==> config.mk <==
export PLATFORM = sky130hd
export DESIGN_NAME = pspm_front
export DESIGN_NICKNAME = d
export VERILOG_FILES = /design/src/rtl/pspm_pkg.sv /design/src/rtl/pspm_front.sv
export SDC_FILE = /design/constraint.sdc
export NUM_CORES = 1
export LEC_CHECK = 0
export ABC_AREA = 1
export BUFFER_PORTS_ARGS = -buffer_cell sky130_fd_sc_hd__buf_2
export CAP_MARGIN = 20
export CORE_UTILIZATION = 41
export DETAILED_ROUTE_END_ITERATION = 10
export HOLD_SLACK_MARGIN = 0.02
export PLACE_DENSITY = 0.57
export SYNTH_ARGS = -nofsm -noshare
export SYNTH_HDL_FRONTEND = slang
export SYNTH_SLANG_ARGS = --single-unit
==> constraint.sdc <==
create_clock -name clk -period 11.34 [get_ports clk]
set_clock_uncertainty 0.05 [all_clocks]
set_input_delay 1.701 -clock clk [delete_from_list [all_inputs] [get_ports clk]]
set_output_delay 1.701 -clock clk [all_outputs]
set_load 0.03 [all_outputs]
==> src/rtl/pspm_pkg.sv <==
`default_nettype none
// ----------------------------------------------------------------------------
// pspm_pkg
// Shared types and constants for the controller poller.
// ----------------------------------------------------------------------------
package pspm_pkg;
	localparam int unsigned PERIOD_W = 20;
	localparam logic [19:0] PERIOD_RST = 20'd16000;
	localparam logic [7:0] LEAD_RST = 8'd50;
	localparam logic [7:0] PHASE_RST = 8'd2;
	localparam logic [7:0] GAP_RST = 8'd20;
	localparam logic [7:0] ID_RST = 8'h23;
	localparam logic [7:0] CMD_START = 8'h01;
	localparam logic [7:0] CMD_POLL = 8'h42;
	localparam logic [3:0] LAST_BYTE = 4'd9;

	localparam logic [2:0] REG_PERIOD = 3'd0;
	localparam logic [2:0] REG_LEAD = 3'd1;
	localparam logic [2:0] REG_PHASE = 3'd2;
	localparam logic [2:0] REG_GAP = 3'd3;
	localparam logic [2:0] REG_ID = 3'd4;

	// front -> back: one tick's result of the sequencer
	typedef struct packed {
		logic att;
		logic clk;
		logic cmd;
		logic conn;
		logic done;
		logic [7:0] b1;
		logic [7:0] b2;
		logic [7:0] twist;
		logic [7:0] an0;
		logic [7:0] an1;
		logic [7:0] an2;
	} tick_t;
endpackage
`default_nettype wire

==> src/rtl/pspm_front.sv <==
`default_nettype none
// ----------------------------------------------------------------------------
// pspm_front
// Tick sequencer: poll timer, byte framing, bit phases and stored bytes.
// ----------------------------------------------------------------------------
module pspm_front (
	input  wire logic clk,
	input  wire logic arst_n,
	input  wire logic cfg_we,
	input  wire logic [2:0] cfg_idx,
	input  wire logic [19:0] cfg_data,
	input  wire logic tick_valid,
	output logic tick_stall,
	input  wire logic data_pin,
	output logic res_valid,
	input  wire logic res_full,
	output pspm_pkg::tick_t res
);
	typedef enum logic [2:0] {
		S_IDLE = 3'd0, S_LEAD = 3'd1, S_SET = 3'd2, S_LOW = 3'd3, S_HIGH = 3'd4, S_GAP = 3'd5
	} st_t;

	logic [19:0] period_q;
	logic [7:0] lead_q, phase_q, gap_q, id_q;
	logic [19:0] ptmr_q;
	st_t st_q;
	logic [7:0] ptick_q;
	logic [2:0] bit_q;
	logic [3:0] byte_q;
	logic [7:0] tx_q, rx_q, b1_q, b2_q, tw_q, a0_q, a1_q, a2_q;
	logic conn_q;

	assign tick_stall = res_full;
	logic go;
	assign go = tick_valid && !res_full;
	assign res_valid = go;

	logic [7:0] ph;
	assign ph = (phase_q == 8'd0) ? 8'd1 : phase_q;

	// combinational next state of one tick
	st_t s, sn;
	logic [19:0] pt;
	logic [7:0] tm, tmn, tx, rxn;
	logic [2:0] bi, bin;
	logic [3:0] by;
	logic done, ph_end, fin, cmdb;
	logic [7:0] b1n, b2n, twn, a0n, a1n, a2n;
	logic connn;

	always_comb begin
		s = st_q;
		pt = (ptmr_q != 20'hFFFFF) ? ptmr_q + 20'd1 : ptmr_q;
		tm = ptick_q;
		bi = bit_q;
		by = byte_q;
		tx = tx_q;
		done = 1'b0;
		if (s == S_IDLE && pt >= period_q) begin
			pt = '0; s = S_LEAD; tm = '0; by = '0;
		end
		if (s == S_LEAD && tm >= lead_q) begin
			by = '0; tx = pspm_pkg::CMD_START; s = S_SET; tm = '0; bi = '0;
		end else if (s == S_GAP && tm >= gap_q) begin
			if ((by == 4'd1 && rx_q != id_q) || by >= pspm_pkg::LAST_BYTE) begin
				s = S_IDLE; tm = '0; by = '0; done = 1'b1;
			end else begin
				by = by + 4'd1;
				tx = (by == 4'd1) ? pspm_pkg::CMD_POLL : 8'h00;
				s = S_SET; tm = '0; bi = '0;
			end
		end
		cmdb = tx[bi];
		sn = s; tmn = tm; bin = bi; rxn = rx_q; fin = 1'b0;
		ph_end = ({1'b0, tm} + 9'd1) >= {1'b0, ph};
		case (s)
			S_LEAD, S_GAP: if (tm != 8'hFF) tmn = tm + 8'd1;
			S_SET: if (ph_end) begin sn = S_LOW; tmn = '0; end else tmn = tm + 8'd1;
			S_LOW: if (ph_end) begin
				rxn[bi] = data_pin; sn = S_HIGH; tmn = '0;
			end else tmn = tm + 8'd1;
			S_HIGH: if (ph_end) begin
				tmn = '0;
				if (bi == 3'd7) begin fin = 1'b1; sn = S_GAP; end
				else begin bin = bi + 3'd1; sn = S_SET; end
			end else tmn = tm + 8'd1;
			default: ;
		endcase
		b1n = b1_q; b2n = b2_q; twn = tw_q; a0n = a0_q; a1n = a1_q; a2n = a2_q;
		connn = conn_q;
		if (fin) begin
			case (by)
				4'd1: if (rxn == id_q) connn = 1'b1;
				4'd3: b1n = rxn;
				4'd4: b2n = rxn;
				4'd5: twn = rxn;
				4'd6: a0n = rxn;
				4'd7: a1n = rxn;
				4'd8: a2n = rxn;
				default: ;
			endcase
		end
		res.att = (s == S_IDLE);
		res.clk = (s != S_LOW);
		res.cmd = (s == S_SET || s == S_LOW || s == S_HIGH) ? cmdb : 1'b1;
		res.conn = connn;
		res.done = done;
		res.b1 = b1n; res.b2 = b2n; res.twist = twn;
		res.an0 = a0n; res.an1 = a1n; res.an2 = a2n;
	end

	always_ff @(posedge clk or negedge arst_n) begin
		if (!arst_n) begin
			period_q <= pspm_pkg::PERIOD_RST; lead_q <= pspm_pkg::LEAD_RST;
			phase_q <= pspm_pkg::PHASE_RST; gap_q <= pspm_pkg::GAP_RST;
			id_q <= pspm_pkg::ID_RST;
			ptmr_q <= '0; st_q <= S_IDLE; ptick_q <= '0; bit_q <= '0; byte_q <= '0;
			tx_q <= '0; rx_q <= '0; b1_q <= 8'hFF; b2_q <= 8'hFF; tw_q <= 8'd127;
			a0_q <= '0; a1_q <= '0; a2_q <= 8'd128; conn_q <= 1'b0;
		end else begin
			if (cfg_we) begin
				case (cfg_idx)
					pspm_pkg::REG_PERIOD: period_q <= cfg_data;
					pspm_pkg::REG_LEAD: lead_q <= cfg_data[7:0];
					pspm_pkg::REG_PHASE: phase_q <= cfg_data[7:0];
					pspm_pkg::REG_GAP: gap_q <= cfg_data[7:0];
					pspm_pkg::REG_ID: id_q <= cfg_data[7:0];
					default: ;
				endcase
			end
			if (go) begin
				ptmr_q <= pt; st_q <= sn; ptick_q <= tmn; bit_q <= bin; byte_q <= by;
				tx_q <= tx; rx_q <= rxn; b1_q <= b1n; b2_q <= b2n; tw_q <= twn;
				a0_q <= a0n; a1_q <= a1n; a2_q <= a2n; conn_q <= connn;
			end
		end
	end

`ifndef SYNTHESIS
	a_conn_sticky: assert property (@(posedge clk) disable iff (!arst_n)
		conn_q |=> conn_q) else $error("connected flag cleared");
	a_done_idle: assert property (@(posedge clk) disable iff (!arst_n)
		(go && res.done) |=> (st_q == S_IDLE)) else $error("frame end not idle");
	a_clk_low: assert property (@(posedge clk) disable iff (!arst_n)
		(go && !res.clk) |-> !res.att) else $error("clock low outside frame");
`endif
endmodule
`default_nettype wire

==> results.yml <==
cells_and_area:
  final_cell_mix: "339 x nand2_1, 214 x inv_1, 126 x o21ai_0"
  layout.nets: 1428
  area_growth_pct: 13.3
  layout_commonest_cell: "nand2_1"
  diodes: 0
  drive_gt1_share_pct: 14.7
  final_area_um2: 10700
sta:
  timing.final.hold_violations: 0
  finalCritPeriodShare_pct: 91.8
  finalMaxSlewViolations: 0
  worstMarginPinSlew_ps: 881
  hold_slack_ps: 416
  setup_viol: 0
  slew_headroom_pct: 41.3
  fmax_mhz: 96.1
  fin_crit_ps: 10410
synth:
  synth_cell_types: 46
  synth_edf_count: 0
  async_flop_share_pct: 100
  synth_compound_area_share_pct: 14.1
  ys_seq_area_share_pct: 41.5
  synth_top_area_share_pct: 30.7
  ys_ff_latch: 155
  yosys.area_share.simple_pct: 24.0
  synth_xor_area_share_pct: 2.78
  synth_fp_nets: 1362
  synthAdderAreaFrac_pct: 6.48
  syn_inst: 1284
  yosys.area.top_type: "dfrtp_1"
  syn_avg_cell_area_um2: 7.37
  synth_top_family_by_area: "simple AND/OR/NAND/NOR gates"
  syn-cell-area_um2: 9460
  synthMuxAreaShare_pct: 0
  synth-main-ff-cell: "dfrtp_1"
  ys_warn_count: 0
  synth.area.top_cells: "dfrtp_1 31%, nand2_1 14%, dfstp_2 11%"
global_routing:
  antenna_found_initial: 0
  grt-ovfl-total: 0
  grt_pass1_vias: 7595
  grt_pass1_wl_um: 38400
  grt_max_degree: 94
  grt_usage_pct: 20.4
cts:
  cts_made_buffers: 17
  cts.root.buffer_cell: "clkbuf_16"
  tritoncts: "built"
  cts.path.max_buffers: 2
  clkSinkCount: 155
  cts.clk_slew.worst_paths_ps: 70
  clkLatencyLatePin_ps: 440
  cts_hold_buffers: 0
  h-tree-depth: 4
floorplanning:
  dieHeight_um: 154
  io_pins: 84
  die_area_um2: 23700
  coreArea_um2: 22600
  die_w_um: 154
  num_rows: 55
  floorplan.initialDensity_pct: 41.8
drt:
  wl_per_cell_um: 14.1
  first_iter_violations: 483
  vias: 8097
  ant_nets: 0
  dr.pass1.iters: 5
  wl_um: 23200
  route.detailed.drc: 0
  viasPerCell: 4.91
setup_path:
  cp.arrival_ps: 8660
  startpoint: "ptmr_q[2]"
  reg2reg_to: "conn_q"
  end_kind: "primary output"
  cpMaxStageDelayCell: "or4_1"
  r2r_cells: 55
  cp.required_ps: 9590
  crit_fanout: 12
  cp-endpoint: "res[49]"
  crit_top_cell: "nand2_1"
  regToRegStartpoint: "ptmr_q[2]"
  critical_path_class: "flip-flop to primary output"
  r2r_setup_slack_ps: 3090
  start_kind: "flip-flop"
  cpPeakStageDelay_ps: 470
pwr:
  power_density_nw_per_um2: 235
  leakagePower_nw: 5.65
  ir_drop_mv: 0.111
placed_design:
  port_buffers: 83
  place_area_um2: 10100
  gp_congestion: 0.878
  hpwl_um: 16900
worst_hold_path:
  min_path_type: "flip-flop to flip-flop"
job:
  max_cap_violations: 0
run_status:
  status: "complete, no violations"
cells in the mapped netlist, types with 2 or more instances:
cell type,number
o21a_1,5
nor3_1,16
inv_2,7
clkbuf_1,28
nand4_1,20
buf_4,3
a22oi_1,4
a31oi_1,3
nand2_2,9
dfstp_2,39
nor2_1,88
buf_6,6
o21bai_1,2
dfrtp_1,116
o21ai_0,128
xor2_1,21
xnor2_1,9
inv_1,214
a21oi_2,2
nand3_1,47
a211oi_1,2
o21ai_1,41
a21oi_1,40
ha_1,49
buf_2,4
o22ai_1,8
nand2_1,343
buf_1,2
nor4_1,5
o21ai_2,4
nor2_8,2
nor2_4,3
worst max-delay path, delay by kind of cell, from the launching register on:
kind	cells	cell delay (ps)
buffers and inverters	7	800
adders and majority gates	4	1090
DFF	1	430
and+or+nand+nor	35	4360
xor gates and xnor gates	1	160
AOI/OAI and AO/OA	9	1410
cell type report:
class,instances,area (um^2)
Clock buffer,17,425
Clock inverter,15,153
Fill cell,2282,11900
Inverter,222,833
Multi-Input combinational cell,865,4540
Sequential cell,155,3930
Tap cell,285,357
Timing Repair Buffer,89,487
how the worst min path moves through the flow:
stage | startpoint | depth (start not counted) | slack (ps) | end
2_1_floorplan | conn_q | 1 | 390 | conn_q
6_report | b2_q[0] | 2 | 420 | b2_q[0]
5_1_grt | b2_q[0] | 2 | 430 | b2_q[0]
3_5_place_dp | b2_q[0] | 2 | 410 | b2_q[0]
3_3_place_gp | b2_q[0] | 2 | 410 | b2_q[0]
4_1_cts | b2_q[0] | 2 | 420 | b2_q[0]
state kept, by name, indices dropped and copies added, names as in the netlist:
register  count
a0_q          8
a1_q          8
a2_q          8
b1_q          8
b2_q          8
bit_q         3
byte_q        4
conn_q        1
gap_q         8
id_q          8
lead_q        8
period_q     20
phase_q       8
ptick_q       8
ptmr_q       20
rx_q          8
st_q          3
tw_q          8
tx_q          8
cells by family (layout without fill, tap and decap cells):
logic type / count (synthesis) / count (layout)
AOI/OAI and AO/OA: 247 / 247
xor gates and xnor gates: 30 / 30
adders and majority gates: 49 / 49
buffers and inverters: 265 / 343
DFF: 155 / 155
and+or+nand+nor: 538 / 539
what timing repair did:
| item | CTS | global route |
|---|---|---|
| endpoints found under the setup margin | 0 | 49 |
| setup buffers | 0 | 1 |
| resized for setup | 0 | 15 |
power by group:
part,internal (mW),leakage (nW),switching (mW)
Sequential,0.689,1.88,0.0865
Combinational,0.367,3.49,0.805
Clock,0.310,0.283,0.257
Total,1.37,5.65,1.15
layer usage:
metal,vias up,track usage (%),share of wire [%]
met4,0,5.14,0.83
met3,17,3.95,4.1
met5,-,0,0
met2,150,32.7,46
li1,4225,-,-
met1,3705,28.2,49
stage by stage:
step / setup slack (ps) / total power [mW] / TNS [ps] / utilization [%] / std cells
finish: 933 / 2.51 / 0 / 47.4 / 1648
global route: -8.12 / 2.73 / -15.3 / 47.4 / 1648
CTS: 397 / 2.50 / 0 / 47.1 / 1646
detailed placement: 934 / 1.92 / 0 / 44.5 / 1614
global placement: 1130 / 1.91 / 0 / 44.4 / 1613
floorplan: 2140 / 1.62 / 0 / - / 1284
No activity file was read; power rests on OpenSTA's default activity.
